===== src/hw/rtl/dmr_pkg.sv =====
// ---------------------------------------------------------------------------
// dmr_pkg: shared types and constants for the dual motor ramp core
// Duty is carried in 1/20 percent units, times in milliseconds.
// ---------------------------------------------------------------------------
`timescale 1ns / 1ps

package dmr_pkg;

    localparam int PCT_W      = 7;
    localparam int DUTY_W     = 11;
    localparam int MS_W       = 16;
    localparam int TICK_W     = 10;
    localparam int NUM_W      = DUTY_W + MS_W;
    localparam int CFG_IDX_W  = 3;
    localparam int CFG_DATA_W = 16;

    localparam logic [PCT_W-1:0]  PCT_FULL  = 7'd100;
    localparam logic [DUTY_W-1:0] DEAD_BAND = 11'd10;

    // vehicle modes
    localparam logic [1:0] MODE_OFF     = 2'd0;
    localparam logic [1:0] MODE_RUN     = 2'd1;
    localparam logic [1:0] MODE_LIMITED = 2'd2;
    localparam logic [1:0] MODE_DECEL   = 2'd3;

    // register indexes
    localparam logic [CFG_IDX_W-1:0] REG_RUN_CAP       = 3'd0;
    localparam logic [CFG_IDX_W-1:0] REG_LIMITED_CAP   = 3'd1;
    localparam logic [CFG_IDX_W-1:0] REG_LINK_LOST_CAP = 3'd2;
    localparam logic [CFG_IDX_W-1:0] REG_MIN_MOVE      = 3'd3;
    localparam logic [CFG_IDX_W-1:0] REG_RAMP_STEP     = 3'd4;
    localparam logic [CFG_IDX_W-1:0] REG_STOP_RAMP_MS  = 3'd5;
    localparam logic [CFG_IDX_W-1:0] REG_STOP_BRAKE_MS = 3'd6;

    typedef enum logic [1:0] {SGN_NONE, SGN_FWD, SGN_REV} t_sign;
    typedef enum logic [1:0] {BR_COAST, BR_FWD, BR_REV, BR_SHORT} t_bridge;
    typedef enum logic [1:0] {PH_IDLE, PH_RAMP, PH_BRAKE, PH_DONE} t_phase;

    typedef enum logic [2:0] {
        LOP_NONE,
        LOP_SLEW,
        LOP_RAMP,
        LOP_BRAKE,
        LOP_CLEAR
    } t_lane_op;

    typedef enum logic [2:0] {
        ST_IDLE,
        ST_PREP,
        ST_MAP,
        ST_DIV,
        ST_COMMIT,
        ST_OUT
    } t_state;

    // sequencer to lane
    typedef struct packed {
        logic     map1;
        logic     map2;
        t_lane_op op;
    } t_lane_ctl;

    // lane to merge stage
    typedef struct packed {
        t_bridge           bridge;
        t_sign             sign;
        logic [PCT_W-1:0]  pwm;
        logic [PCT_W-1:0]  status_duty;
        logic [DUTY_W-1:0] duty;
    } t_lane_stat;

    typedef struct packed {
        logic [TICK_W-1:0] tick_ms;
        logic [1:0]        vehicle_mode;
        logic              link_lost;
        logic signed [7:0] left_setpoint;
        logic signed [7:0] right_setpoint;
    } t_in_item;

    typedef struct packed {
        logic             standby_enable;
        logic [1:0]       left_bridge;
        logic [PCT_W-1:0] left_pwm;
        logic [1:0]       right_bridge;
        logic [PCT_W-1:0] right_pwm;
        logic [PCT_W-1:0] speed_cap;
        logic [PCT_W-1:0] left_status_duty;
        logic             left_reverse;
        logic [PCT_W-1:0] right_status_duty;
        logic             right_reverse;
        logic             stop_complete;
    } t_out_item;

    // percent values above full scale act as full scale
    function automatic logic [PCT_W-1:0] clamp_pct(input logic [PCT_W-1:0] v);
        return (v > PCT_FULL) ? PCT_FULL : v;
    endfunction

endpackage


===== src/hw/rtl/dmr_div.sv =====
// ---------------------------------------------------------------------------
// dmr_div: radix-2 restoring divider for the safe stop ramp
// One quotient bit per cycle. The dividend is known to give a quotient
// that fits the duty width, so the upper half starts below the divisor.
// ---------------------------------------------------------------------------
`timescale 1ns / 1ps

module dmr_div import dmr_pkg::*; (
    input  logic              i_clk,
    input  logic              i_rst_n,
    input  logic              i_start,
    input  logic [NUM_W-1:0]  i_num,
    input  logic [MS_W-1:0]   i_den,
    output logic              o_busy,
    output logic [DUTY_W-1:0] o_quot
);

    localparam int CNT_W = $clog2(DUTY_W + 1);

    logic [CNT_W-1:0]  r_cnt;
    logic [MS_W-1:0]   r_rem;
    logic [DUTY_W-1:0] r_quo;

    logic [MS_W:0]     w_trial;
    logic              w_ge;
    logic [MS_W-1:0]   w_rem_n;

    assign o_busy = (r_cnt != '0);
    assign o_quot = r_quo;

    // shift in the next dividend bit, subtract when it fits
    always_comb begin
        w_trial = {r_rem, r_quo[DUTY_W-1]};
        w_ge    = (w_trial >= {1'b0, i_den});
        w_rem_n = w_ge ? MS_W'(w_trial - {1'b0, i_den}) : w_trial[MS_W-1:0];
    end

    // step counter
    always_ff @(posedge i_clk) begin
        if (!i_rst_n) begin
            r_cnt <= '0;
        end else if (i_start) begin
            r_cnt <= CNT_W'(DUTY_W);
        end else if (o_busy) begin
            r_cnt <= r_cnt - 1'b1;
        end
    end

    // remainder and quotient shift register
    always_ff @(posedge i_clk) begin
        if (i_start) begin
            r_rem <= i_num[NUM_W-1:DUTY_W];
            r_quo <= i_num[DUTY_W-1:0];
        end else if (o_busy) begin
            r_rem <= w_rem_n;
            r_quo <= {r_quo[DUTY_W-2:0], w_ge};
        end
    end

endmodule


===== src/hw/rtl/dmr_lane.sv =====
// ---------------------------------------------------------------------------
// dmr_lane: one motor channel
// Setpoint mapping pipeline, slew limiter, dead band, stored duty, sign
// and held bridge mode. Both channels run the same commands side by side.
// ---------------------------------------------------------------------------
`timescale 1ns / 1ps

module dmr_lane import dmr_pkg::*; (
    input  logic              i_clk,
    input  logic              i_rst_n,
    input  t_lane_ctl         i_ctl,
    input  logic signed [7:0] i_setpoint,
    input  logic [PCT_W-1:0]  i_cap,
    input  logic [PCT_W-1:0]  i_min_move,
    input  logic [DUTY_W-1:0] i_ramp_step,
    input  logic [DUTY_W-1:0] i_ramp_duty,
    output t_lane_stat        o_stat
);

    // x/5 = (x * 52429) >> 18 for x up to 10000
    localparam logic [29:0] RECIP5  = 30'd52429;
    // x/20 = (x * 3277) >> 16 for x below 2048
    localparam logic [22:0] RECIP20 = 23'd3277;

    // channel state
    logic [DUTY_W-1:0] r_duty;
    t_sign             r_sign;
    t_bridge           r_bridge;

    // mapping pipeline
    logic [13:0]        r_prod;
    logic               r_nz;
    logic               r_neg;
    logic [PCT_W-1:0]   r_mm;
    logic signed [12:0] r_target;

    logic [7:0]         w_mag;
    logic [PCT_W-1:0]   w_mag_cap;
    logic [PCT_W-1:0]   w_mm;
    logic [PCT_W-1:0]   w_span;
    logic [29:0]        w_q_full;
    logic [DUTY_W-1:0]  w_mapped;

    logic signed [12:0] w_cur;
    logic signed [13:0] w_delta;
    logic signed [13:0] w_step;
    logic signed [13:0] w_dclamp;
    logic signed [13:0] w_next;
    logic signed [13:0] w_db;
    logic [DUTY_W-1:0]  w_next_abs;
    logic               w_ramp_on;
    logic [22:0]        w_div20;

    // stage 1: magnitude, cap, span product
    always_comb begin
        w_mag     = i_setpoint[7] ? 8'(-i_setpoint) : 8'(i_setpoint);
        w_mag_cap = (w_mag > {1'b0, i_cap}) ? i_cap : w_mag[PCT_W-1:0];
        w_mm      = clamp_pct(i_min_move);
        w_span    = PCT_FULL - w_mm;
    end

    always_ff @(posedge i_clk) begin
        if (i_ctl.map1) begin
            r_prod <= 14'(w_mag_cap) * 14'(w_span);
            r_nz   <= (w_mag_cap != '0);
            r_neg  <= i_setpoint[7];
            r_mm   <= w_mm;
        end
    end

    // stage 2: divide by five, add the minimum moving duty
    always_comb begin
        w_q_full = 30'(r_prod) * RECIP5;
        w_mapped = 11'({r_mm, 4'b0000}) + 11'({r_mm, 2'b00}) + DUTY_W'(w_q_full >> 18);
    end

    always_ff @(posedge i_clk) begin
        if (i_ctl.map2) begin
            if (!r_nz) begin
                r_target <= '0;
            end else if (r_neg) begin
                r_target <= -$signed({2'b00, w_mapped});
            end else begin
                r_target <= $signed({2'b00, w_mapped});
            end
        end
    end

    // slew limiter
    always_comb begin
        case (r_sign)
            SGN_FWD: w_cur = $signed({2'b00, r_duty});
            SGN_REV: w_cur = -$signed({2'b00, r_duty});
            default: w_cur = '0;
        endcase
        w_step  = $signed({3'b000, i_ramp_step});
        w_db    = $signed({3'b000, DEAD_BAND});
        w_delta = 14'(r_target) - 14'(w_cur);
        if (w_delta > w_step) begin
            w_dclamp = w_step;
        end else if (w_delta < -w_step) begin
            w_dclamp = -w_step;
        end else begin
            w_dclamp = w_delta;
        end
        w_next     = 14'(w_cur) + w_dclamp;
        w_next_abs = w_next[13] ? DUTY_W'(-w_next) : DUTY_W'(w_next);
        // stop ramp keeps the direction unless it falls into the dead band
        w_ramp_on  = (i_ramp_duty > DEAD_BAND) && (r_sign == SGN_FWD || r_sign == SGN_REV);
    end

    // duty, sign and bridge update
    always_ff @(posedge i_clk) begin
        if (!i_rst_n) begin
            r_duty   <= '0;
            r_sign   <= SGN_NONE;
            r_bridge <= BR_COAST;
        end else begin
            case (i_ctl.op)
                LOP_SLEW: begin
                    r_duty <= w_next_abs;
                    if (w_next > w_db) begin
                        r_sign   <= SGN_FWD;
                        r_bridge <= BR_FWD;
                    end else if (w_next < -w_db) begin
                        r_sign   <= SGN_REV;
                        r_bridge <= BR_REV;
                    end else begin
                        r_sign   <= SGN_NONE;
                        r_bridge <= BR_COAST;
                    end
                end
                LOP_RAMP: begin
                    r_duty <= i_ramp_duty;
                    if (w_ramp_on) begin
                        r_bridge <= (r_sign == SGN_FWD) ? BR_FWD : BR_REV;
                    end else begin
                        r_sign   <= SGN_NONE;
                        r_bridge <= BR_COAST;
                    end
                end
                LOP_BRAKE: begin
                    r_bridge <= BR_SHORT;
                end
                LOP_CLEAR: begin
                    r_duty   <= '0;
                    r_sign   <= SGN_NONE;
                    r_bridge <= BR_COAST;
                end
                default: begin
                end
            endcase
        end
    end

    // status: duty in whole percent; PWM is live only while driving
    always_comb begin
        w_div20            = 23'(r_duty) * RECIP20;
        o_stat.duty        = r_duty;
        o_stat.sign        = r_sign;
        o_stat.bridge      = r_bridge;
        o_stat.status_duty = w_div20[22:16];
        o_stat.pwm         = (r_bridge == BR_FWD || r_bridge == BR_REV) ? w_div20[22:16] : '0;
    end

endmodule


===== src/hw/rtl/dual_motor_ramp_and_safe_stop_core.sv =====
// ---------------------------------------------------------------------------
// dual_motor_ramp_and_safe_stop_core: two-channel slew limited motor drive
// Each item runs through the prepare, map, commit and output states, with a
// divide state between map and commit on safe stop ramp ticks (the 11-bit
// radix-2 divider). A new item is taken only once the last result is loaded
// into the output register; the pace is set by the item sequencer and the shared divider.
// Reset: duties zero, bridges coast, standby off, stop idle, registers at
// defaults; no clearing pass, the block takes items right after reset.
// ---------------------------------------------------------------------------
`timescale 1ns / 1ps

module dual_motor_ramp_and_safe_stop_core import dmr_pkg::*; (
    input  logic                  i_clk,
    input  logic                  i_rst_n,
    input  logic                  i_in_valid,
    output logic                  o_in_stall,
    input  t_in_item              i_in_item,
    output logic                  o_out_valid,
    input  logic                  i_out_stall,
    output t_out_item             o_out_item,
    input  logic                  i_cfg_we,
    input  logic [CFG_IDX_W-1:0]  i_cfg_idx,
    input  logic [CFG_DATA_W-1:0] i_cfg_data
);

    // configuration
    logic [PCT_W-1:0]  r_run_cap;
    logic [PCT_W-1:0]  r_limited_cap;
    logic [PCT_W-1:0]  r_link_cap;
    logic [PCT_W-1:0]  r_min_move;
    logic [DUTY_W-1:0] r_ramp_step;
    logic [MS_W-1:0]   r_ramp_ms;
    logic [MS_W-1:0]   r_brake_ms;

    // sequencer and stop state
    t_state            r_state;
    t_state            n_state;
    t_phase            r_phase;
    logic [MS_W-1:0]   r_elapsed;
    logic [DUTY_W-1:0] r_start_duty;
    logic              r_standby;

    // item registers
    t_in_item          r_item;
    logic [PCT_W-1:0]  r_cap;
    logic [MS_W-1:0]   r_el_sum;
    logic              r_el_lt;
    t_out_item         r_out;
    logic              r_out_valid;

    logic [PCT_W-1:0]  w_cap;
    logic              w_accept;
    logic              w_is_decel;
    logic              w_drive;
    logic [MS_W:0]     w_el_add;
    logic [MS_W-1:0]   w_el_sat;
    logic [MS_W-1:0]   w_ramp_left;
    logic [NUM_W-1:0]  w_num;
    logic              w_el_lt;
    logic              w_go_div;
    logic              w_brake_end;
    logic [PCT_W-1:0]  w_lane_cap;
    logic [DUTY_W-1:0] w_ramp_duty;
    logic              w_out_free;
    logic              w_out_load;
    logic              w_div_start;
    logic              w_div_busy;
    logic [DUTY_W-1:0] w_div_quot;
    t_lane_ctl         w_lane_ctl;
    t_lane_stat        w_left;
    t_lane_stat        w_right;

    // speed cap for the incoming item
    always_comb begin
        if (i_in_item.link_lost) begin
            w_cap = clamp_pct(r_link_cap);
        end else begin
            case (i_in_item.vehicle_mode)
                MODE_RUN:     w_cap = clamp_pct(r_run_cap);
                MODE_LIMITED: w_cap = clamp_pct(r_limited_cap);
                default:      w_cap = '0;
            endcase
        end
    end

    // stop timing and ramp numerator
    always_comb begin
        w_accept    = i_in_valid && !o_in_stall;
        w_is_decel  = (r_item.vehicle_mode == MODE_DECEL);
        w_drive     = (r_item.vehicle_mode == MODE_RUN) || (r_item.vehicle_mode == MODE_LIMITED);
        w_el_add    = {1'b0, r_elapsed} + (MS_W+1)'(r_item.tick_ms);
        w_el_sat    = w_el_add[MS_W] ? '1 : w_el_add[MS_W-1:0];
        w_ramp_left = r_ramp_ms - r_el_sum;
        w_num       = NUM_W'(r_start_duty) * NUM_W'(w_ramp_left);
        w_el_lt     = (r_el_sum < r_ramp_ms);
        w_go_div    = w_is_decel && (r_phase == PH_RAMP) && w_el_lt;
        w_brake_end = (r_el_sum >= r_brake_ms);
        w_lane_cap  = w_drive ? r_cap : '0;
        w_ramp_duty = r_el_lt ? w_div_quot : '0;
        w_out_free  = !r_out_valid || !i_out_stall;
    end

    // next state
    always_comb begin
        n_state = r_state;
        case (r_state)
            ST_IDLE:   if (w_accept) n_state = ST_PREP;
            ST_PREP:   n_state = ST_MAP;
            ST_MAP:    n_state = w_go_div ? ST_DIV : ST_COMMIT;
            ST_DIV:    if (!w_div_busy) n_state = ST_COMMIT;
            ST_COMMIT: n_state = ST_OUT;
            ST_OUT:    if (w_out_free) n_state = ST_IDLE;
            default:   n_state = ST_IDLE;
        endcase
    end

    // sequencer outputs
    always_comb begin
        o_in_stall      = (r_state != ST_IDLE);
        w_lane_ctl.map1 = (r_state == ST_PREP);
        w_lane_ctl.map2 = (r_state == ST_MAP);
        w_lane_ctl.op   = LOP_NONE;
        w_div_start     = (r_state == ST_MAP) && w_go_div;
        w_out_load      = (r_state == ST_OUT) && w_out_free;
        if (r_state == ST_COMMIT) begin
            if (!w_is_decel) begin
                w_lane_ctl.op = LOP_SLEW;
            end else begin
                case (r_phase)
                    PH_RAMP:  w_lane_ctl.op = LOP_RAMP;
                    PH_BRAKE: w_lane_ctl.op = w_brake_end ? LOP_CLEAR : LOP_BRAKE;
                    default:  w_lane_ctl.op = LOP_NONE;
                endcase
            end
        end
    end

    // channel lanes
    dmr_lane u_lane_left (
        .i_clk       (i_clk),
        .i_rst_n     (i_rst_n),
        .i_ctl       (w_lane_ctl),
        .i_setpoint  (r_item.left_setpoint),
        .i_cap       (w_lane_cap),
        .i_min_move  (r_min_move),
        .i_ramp_step (r_ramp_step),
        .i_ramp_duty (w_ramp_duty),
        .o_stat      (w_left)
    );

    dmr_lane u_lane_right (
        .i_clk       (i_clk),
        .i_rst_n     (i_rst_n),
        .i_ctl       (w_lane_ctl),
        .i_setpoint  (r_item.right_setpoint),
        .i_cap       (w_lane_cap),
        .i_min_move  (r_min_move),
        .i_ramp_step (r_ramp_step),
        .i_ramp_duty (w_ramp_duty),
        .o_stat      (w_right)
    );

    // shared stop ramp divider
    dmr_div u_div (
        .i_clk   (i_clk),
        .i_rst_n (i_rst_n),
        .i_start (w_div_start),
        .i_num   (w_num),
        .i_den   (r_ramp_ms),
        .o_busy  (w_div_busy),
        .o_quot  (w_div_quot)
    );

    // control registers, configuration and stop sequence
    always_ff @(posedge i_clk) begin
        if (!i_rst_n) begin
            r_state       <= ST_IDLE;
            r_run_cap     <= 7'd100;
            r_limited_cap <= 7'd80;
            r_link_cap    <= 7'd30;
            r_min_move    <= 7'd25;
            r_ramp_step   <= 11'd8;
            r_ramp_ms     <= 16'd1500;
            r_brake_ms    <= 16'd500;
            r_phase       <= PH_IDLE;
            r_elapsed     <= '0;
            r_standby     <= 1'b0;
            r_out_valid   <= 1'b0;
        end else begin
            r_state <= n_state;

            if (i_cfg_we) begin
                case (i_cfg_idx)
                    REG_RUN_CAP:       r_run_cap     <= i_cfg_data[PCT_W-1:0];
                    REG_LIMITED_CAP:   r_limited_cap <= i_cfg_data[PCT_W-1:0];
                    REG_LINK_LOST_CAP: r_link_cap    <= i_cfg_data[PCT_W-1:0];
                    REG_MIN_MOVE:      r_min_move    <= i_cfg_data[PCT_W-1:0];
                    REG_RAMP_STEP:     r_ramp_step   <= i_cfg_data[DUTY_W-1:0];
                    REG_STOP_RAMP_MS:  r_ramp_ms     <= i_cfg_data[MS_W-1:0];
                    REG_STOP_BRAKE_MS: r_brake_ms    <= i_cfg_data[MS_W-1:0];
                    default: begin
                    end
                endcase
            end

            if (r_state == ST_COMMIT) begin
                if (w_is_decel) begin
                    r_standby <= 1'b1;
                    case (r_phase)
                        PH_IDLE: begin
                            r_phase   <= PH_RAMP;
                            r_elapsed <= '0;
                        end
                        PH_RAMP: begin
                            if (r_el_lt) begin
                                r_elapsed <= r_el_sum;
                            end else begin
                                r_phase   <= PH_BRAKE;
                                r_elapsed <= '0;
                            end
                        end
                        PH_BRAKE: begin
                            r_elapsed <= r_el_sum;
                            if (w_brake_end) begin
                                r_standby <= 1'b0;
                                r_phase   <= PH_DONE;
                            end
                        end
                        default: r_elapsed <= r_el_sum;
                    endcase
                end else begin
                    r_phase   <= PH_IDLE;
                    r_elapsed <= '0;
                    r_standby <= w_drive;
                end
            end

            if (w_out_load) begin
                r_out_valid <= 1'b1;
            end else if (r_out_valid && !i_out_stall) begin
                r_out_valid <= 1'b0;
            end
        end
    end

    // item payload registers
    always_ff @(posedge i_clk) begin
        if (w_accept) begin
            r_item <= i_in_item;
            r_cap  <= w_cap;
        end
        if (r_state == ST_PREP) begin
            r_el_sum <= w_el_sat;
        end
        if (r_state == ST_MAP) begin
            r_el_lt <= w_el_lt;
        end
        // stop entry captures the larger stored duty
        if (r_state == ST_COMMIT && w_is_decel && r_phase == PH_IDLE) begin
            r_start_duty <= (w_left.duty > w_right.duty) ? w_left.duty : w_right.duty;
        end
    end

    // merge both lanes into the result item
    always_ff @(posedge i_clk) begin
        if (w_out_load) begin
            r_out.standby_enable    <= r_standby;
            r_out.left_bridge       <= w_left.bridge;
            r_out.left_pwm          <= w_left.pwm;
            r_out.right_bridge      <= w_right.bridge;
            r_out.right_pwm         <= w_right.pwm;
            r_out.speed_cap         <= r_cap;
            r_out.left_status_duty  <= w_left.status_duty;
            r_out.left_reverse      <= (w_left.sign == SGN_REV);
            r_out.right_status_duty <= w_right.status_duty;
            r_out.right_reverse     <= (w_right.sign == SGN_REV);
            r_out.stop_complete     <= (r_phase == PH_DONE);
        end
    end

    assign o_out_valid = r_out_valid;
    assign o_out_item  = r_out;

    // divider only runs while the sequencer waits on it
    a_div_in_div_state: assert property (@(posedge i_clk) disable iff (!i_rst_n)
        w_div_busy |-> (r_state == ST_DIV))
        else $error("divider busy outside the divide state");

    // a finished stop leaves both channels coasting with no stored duty
    a_done_is_coast: assert property (@(posedge i_clk) disable iff (!i_rst_n)
        (r_phase == PH_DONE) |-> (w_left.bridge == BR_COAST && w_right.bridge == BR_COAST
                                  && w_left.duty == '0 && w_right.duty == '0))
        else $error("stop done with a channel still driven");

    // an accepted item always starts the mapping pipeline
    a_accept_starts: assert property (@(posedge i_clk) disable iff (!i_rst_n)
        w_accept |=> (r_state == ST_PREP))
        else $error("accepted item did not enter the pipeline");

    // a new result appears only out of the output state
    a_out_from_seq: assert property (@(posedge i_clk) disable iff (!i_rst_n)
        $rose(o_out_valid) |-> ($past(r_state) == ST_OUT))
        else $error("result raised outside the output state");

endmodule

===== config.mk =====
export PLATFORM = sky130hd
export DESIGN_NAME = dual_motor_ramp_and_safe_stop_core
export DESIGN_NICKNAME = d
export VERILOG_FILES = /design/src/hw/rtl/dmr_pkg.sv /design/src/hw/rtl/dmr_div.sv /design/src/hw/rtl/dmr_lane.sv /design/src/hw/rtl/dual_motor_ramp_and_safe_stop_core.sv
export SDC_FILE = /design/constraint.sdc
export NUM_CORES = 2
export LEC_CHECK = 0
export BUFFER_PORTS_ARGS = -buffer_cell sky130_fd_sc_hd__buf_4
export CAP_MARGIN = 10
export CORE_UTILIZATION = 35
export DETAILED_ROUTE_END_ITERATION = 10
export GPL_ROUTABILITY_DRIVEN = 0
export SETUP_SLACK_MARGIN = 0.05
export SLEW_MARGIN = 30
export SYNTH_ARGS = -nofsm -noshare
export SYNTH_HDL_FRONTEND = slang
export SYNTH_HIERARCHICAL = 1
export SYNTH_SLANG_ARGS = --single-unit

===== constraint.sdc =====
create_clock -name i_clk -period 10.09 [get_ports i_clk]
set_clock_uncertainty 0.2 [all_clocks]
set_input_delay 2.018 -clock i_clk [delete_from_list [all_inputs] [get_ports i_clk]]
set_output_delay 2.018 -clock i_clk [all_outputs]
set_load 0.1 [all_outputs]

# After elaboration in Yosys (flattened, before gate mapping)
# Cells that the tools add are included.
# W data, S select, Z words.
# totals
ff_bits	326
word_cells	250
# classes
add_sub_neg	21
n_mul	7
order_cmp	19
eq_ne	39
n_mux	67
bitwise_logic	1
n_reduce_logical	44
# op_table
operator	count
$mux W11	8
$mux W16	5
$pmux W11 S3	2
$mul A14 B16 Y29 const B	2
$mux W14	4
$mux W7	8
$neg A11 Y13	4
$pmux W13 S2	2
$mul A11 B12 Y23 const B	2
$pmux W16 S2	1
$sub A16 B16 Y16	2
$add A13 B14 Y14	2
$gt A14 B12 Y1	2
$gt A14 B5 Y1 const B	2
$gt A7 B7 Y1 const B	4
$lt A14 B14 Y1	2
$lt A14 B5 Y1 const B	2
$mul A7 B7 Y14	2
$sub A13 B13 Y14	2
$mul A11 B16 Y27	1
$mux W2	13
$add A11 B11 Y11	2
$neg A11 Y11	2
$reduce_and A2 Y1	11
other kinds (42)	111

# Depth between registers and ports, before layout
# depth
word_depth	11
depth_mapped	40

# Cells and area by module
# The synthesis kept the hierarchy.
# by_module_without_submodules
mod	instances	cells_each	area_each_um2	seq_area_each_um2
dual_motor_ramp_and_safe_stop_core	1	1581	15209.6	5064.9
dmr_lane at u_lane_left	1	1475	12983.7	1381.3
dmr_lane at u_lane_right	1	1472	12842.3	1381.3
dmr_div	1	248	2427.3	890.9

# Worst setup path after synthesis
# Ideal clock, no wire load.
# synth_path
kind	register to register
startpoint	reg u_lane_left.r_prod[12]
endpoint	reg u_lane_left.r_target[10], data pin
t_arrival_ns	7.420
setup_slack_ns	2.216
stages_incl_launch_ff	28
path_buffers	0
period_less_slack_ns	7.874
cell_sequence	edfxtp_1 > inv_1 > ha_1 > inv_1 > fa_1 > fa_1 > fa_1 > fa_1 > fa_1 > ha_1 > a21o_1 > a21o_1 > a211oi_1 > o21ba_2 > a311oi_1 > o41ai_1 > xnor2_1 > fa_1 > inv_1 > ha_1 > a21oi_1 > xnor2_1 > or3_1 > or3_1 > nor3_1 > nand2b_1 > xor2_1 > and2_1
# synth_via
elab_chain_len	4
# synth_rtl
item	line_no	rtl
start: declaration	dmr_lane.sv:31	logic [13:0] r_prod;
start signal: assignment	dmr_lane.sv:64	r_prod <= 14'(w_mag_cap) * 14'(w_span);
$mul A14 B16 Y29 (*)	dmr_lane.sv:73	w_q_full = 30'(r_prod) * RECIP5;
$add A11 B11 Y11 (*)	dmr_lane.sv:74	w_mapped = 11'({r_mm, 4'b0000}) + 11'({r_mm, 2'b00}) + DUTY_W'(w_q_full >> 18);
$neg A11 Y13	dmr_lane.sv:82	r_target <= -$signed({2'b00, w_mapped});
$mux W11 (*)	dmr_lane.sv:81	end else if (r_neg) begin
end signal: assignment	dmr_lane.sv:82	
end signal: assignment	dmr_lane.sv:84	r_target <= $signed({2'b00, w_mapped});
end: declaration	dmr_lane.sv:35	logic signed [12:0] r_target;
# Mark *: on every way between the ends. The rest lies on a longest branch, timed or not.
# A chain may end at the register's enable or synchronous reset.

# Worst setup path after layout
# layout_path
startpoint	reg u_lane_left.r_duty[0]
endpoint	reg u_lane_left.r_duty[9]
# layout_via
elab_chain_len	10
# layout_rtl
item	line_no	rtl
start: declaration	dmr_lane.sv:26	logic [DUTY_W-1:0] r_duty;
start signal: assignment	dmr_lane.sv:121	r_duty <= w_next_abs;
start signal: assignment	dmr_lane.sv:134	r_duty <= i_ramp_duty;
$neg A11 Y13	dmr_lane.sv:93	SGN_REV: w_cur = -$signed({2'b00, r_duty});
$pmux W13 S2 (*)	dmr_lane.sv:91	case (r_sign)
$sub A13 B13 Y14	dmr_lane.sv:98	w_delta = 14'(r_target) - 14'(w_cur);
$lt A14 B14 Y1	dmr_lane.sv:101	end else if (w_delta < -w_step) begin
$mux W14	dmr_lane.sv:101	
$mux W14	dmr_lane.sv:99	if (w_delta > w_step) begin
$add A13 B14 Y14 (*)	dmr_lane.sv:106	w_next = 14'(w_cur) + w_dclamp;
$neg A11 Y11	dmr_lane.sv:107	w_next_abs = w_next[13] ? DUTY_W'(-w_next) : DUTY_W'(w_next);
$mux W11 (*)	dmr_lane.sv:107	
$pmux W11 S3 (*)	dmr_lane.sv:119	case (i_ctl.op)
# Marks and branches as above.

==> flow_summary.toml <==
[setup_path]
cp_slowest_cell = "dfxtp_1"
cp_data_required_time_ps = 10370
worst_setup_path_start_kind = "flop"
cp.arrival_ps = 9440
worstSetupEndpointType = "flop"
max_stage_delay_ps = 610
r2r_start = "u_lane_left/r_duty[0]$_SDFFE_PN0P_"
r2r-end = "u_lane_left/r_duty[9]$_SDFFE_PN0P_"
path_max_fanout = 19
critPathMostFrequentCell = "a21o_1"
r2r_cells = 32
worst-r2r-setup-slack_ps = 930
path_class = "reg2reg"

[placed_design]
dp_hpwl_um = 85600
place_ws_ps = 751
io_buffer_count = 97

[layout]
final_cell_mix = "inv_1, ha_1, nand2_1"
drive_gt1_share_pct = 6.74
num-fill-cells = 12300
final_common_cell = "inv_1"
final_nets = 5950
area_delta_synth_final_pct = 9.15

[global_routing]
grtUsageTotal_pct = 16.7
grt_first_pass_wirelength_um = 171000
grt_max_degree = 79
grt_pass1_vias = 32700
antenna_found_initial = 1
grt_overflow = 0

[die]
dieArea_um2 = 126000
fp.dieW_um = 354
ios = 98
placementRows = 128
coreArea_um2 = 123000
die_h_um = 354
floorplan.initialDensity_pct = 35.5

[clocking]
cts_tree = "done"
root_buffer = "clkbuf_16"
cts.sinks = 333
clk_latency_ps = 620
clkTransAtPathRegs_ps = 60
cts.path.max_buffers = 3
h-tree-depth = 2
ctsHoldBuffers = 0
cts_buffers = 42

[timing]
tightest_slew_ps = 956
setup-violations-final = 0
fin_setup_tns_ps = 0
max_freq_mhz = 109
finalWorstSetupSlack_ps = 935
relSlewSlack_pct = 36.3
rsz0062_at_grt = "false"
finalCritPeriodShare_pct = 90.7
final.min_clock_period_ps = 9160
hold_viol_final = 0
drv_slew = 0

[worst_hold_path]
hold_depth = 0
min_to = "o_out_item[42]$_DFFE_PP_"
worstHoldStart = "r_standby$_SDFFE_PN0P_"
holdCritPathClass = "reg2reg"

[logic_synthesis]
syn_area_per_cell_um2 = 9.10
synthDominantCellAreaShare_pct = 20.1
synth_nets = 5890
yosysUniqueCellTypes = 111
ys_seq_area_share_pct = 20.1
syn_area_um2 = 43500
synthTopCellsByArea = "ha_1, fa_1, edfxtp_1"
synth-warning-count = 6
yosysTopAreaCell = "ha_1"
synthArstFlopShare_pct = 0
synth_edf_count = 205
ys_ff_latch = 333
synthCells = 4776
synth-main-ff-cell = "edfxtp_1"

[flow_run]
maxCapViolations = 0

[outcome]
outcome = "finished clean"

[detailed_routing]
ant_nets = 0
dr.pass1.iters = 6
num_vias = 33000
drt_iter0_markers = 1723
viasPerCell = 5.08
avgRoutedWirePerCell_um = 16.2
routed_wl_um = 105000
drc = 0
## state kept, by name (all words and copies together), names as in the netlist, 11 cells and up
| register | cells |
|---|---|
| u_lane_left/r_target | 13 |
| u_lane_right/r_target | 13 |
| r_elapsed | 16 |
| r_ramp_step | 11 |
| u_lane_left/r_duty | 11 |
| u_div/r_rem | 16 |
| r_item | 28 |
| u_div/o_quot | 11 |
| r_ramp_ms | 16 |
| r_start_duty | 11 |
| o_out_item | 43 |
| r_brake_ms | 16 |
| u_lane_right/r_prod | 14 |
| u_lane_left/r_prod | 14 |
| u_lane_right/r_duty | 11 |
| r_el_sum | 16 |
## worst max-delay path by stage
| stage | start | to |
|---|---|---|
| final | u_lane_left/r_duty[0]$_SDFFE_PN0P_ | u_lane_left/r_duty[9]$_SDFFE_PN0P_ |
| after CTS | u_lane_left/r_duty[0]$_SDFFE_PN0P_ | u_lane_left/r_duty[6]$_SDFFE_PN0P_ |
| after global placement | u_lane_left/r_sign[0]$_SDFFE_PN0P_ | u_lane_left/r_duty[8]$_SDFFE_PN0P_ |
| after floorplan | u_lane_left/r_prod[12]$_DFFE_PP_ | u_lane_left/r_target[10]$_SDFFCE_PN0P_ |
| after detailed placement | u_lane_left/r_sign[0]$_SDFFE_PN0P_ | u_lane_left/r_duty[6]$_SDFFE_PN0P_ |
| after global routing | u_lane_left/r_duty[0]$_SDFFE_PN0P_ | u_lane_left/r_duty[9]$_SDFFE_PN0P_ |
## Yosys cell counts (all sizes together), types with 10 or more instances
cell,n
xor2,69
or3,24
clkbuf,100
fa,362
a21oi,211
buf,17
nand3,74
edfxtp,205
nand2,451
mux2i,40
a22oi,38
nor3,67
nand2b,68
a31oi,40
a21o,64
o21a,54
or2,27
and3,36
nor2,194
o21ai,171
a311oi,10
ha,699
o31ai,29
and2,187
nand4,29
o21bai,24
nor4,26
xnor2,168
dfxtp,128
a211oi,20
inv,753
nor2b,109
a21boi,49
o211ai,27
mux2,40
nor3b,14
o22ai,11
## repair_timing
item | in CTS | in global routing
setup buffers | 0 | 0
resized for setup | 0 | 2
endpoints found under the setup margin | 0 | 5
## per-stage QoR
step                instance area, um^2  cells  hold slack, ps  utilization (%)
CTS                               47400   6494             243             38.7
finish                            47400   6495             239             38.7
detailed placement                46100   6417             228             37.6
global placement                  46000   6416             222             37.6
floorplan                         43500   4776             209                -
global route                      47400   6495             256             38.7
## critical path: cells and delay by family (launching register included)
family                     cells  cell delay (ps)
DFF                            1              610
xor gates and xnor gates       2              580
and+or+nand+nor                5             1450
muxes                          1              290
adders and majority gates      5             1630
buffers and inverters          2              370
AOI/OAI and AO/OA             17             3870
## routing by layer
metal  wire length [um]  up-vias  global-route usage (%)
met5                  0        -                       0
met3               4220      148                    1.86
met2              47400      634                    27.3
met4               2750        0                    4.41
li1                   -    16300                       -
met1              50800    15900                    23.2
## cell type report
class	instances	area, um^2	area share, %
sequential	333	8720	18.4
tap	1625	2030	4.29
clock inverter	22	254	0.535
timing repair buffer	133	1010	2.13
multi-input combinational	3572	31500	66.4
antenna	1	2.50	0.00528
clock buffer	55	1110	2.34
inverter	754	2830	5.97
## cells by family (layout without fill, tap and decap cells)
logic type | after synthesis | after routing | share of synthesized area [%]
XOR/XNOR | 237 | 237 | 4.81
flip-flops | 333 | 333 | 20.1
AO/OA/AOI/OAI | 862 | 862 | 13.3
buffers and inverters | 871 | 964 | 7.67
other | 0 | 1 | 0
adder cells (fa/ha/maj) | 1062 | 1062 | 36.8
AND/OR/NAND/NOR | 1331 | 1331 | 15.4
multiplexers | 80 | 80 | 1.96
Power is not shown: default switching activity piles up to over one toggle a cycle in this logic, so the estimate is an artifact.
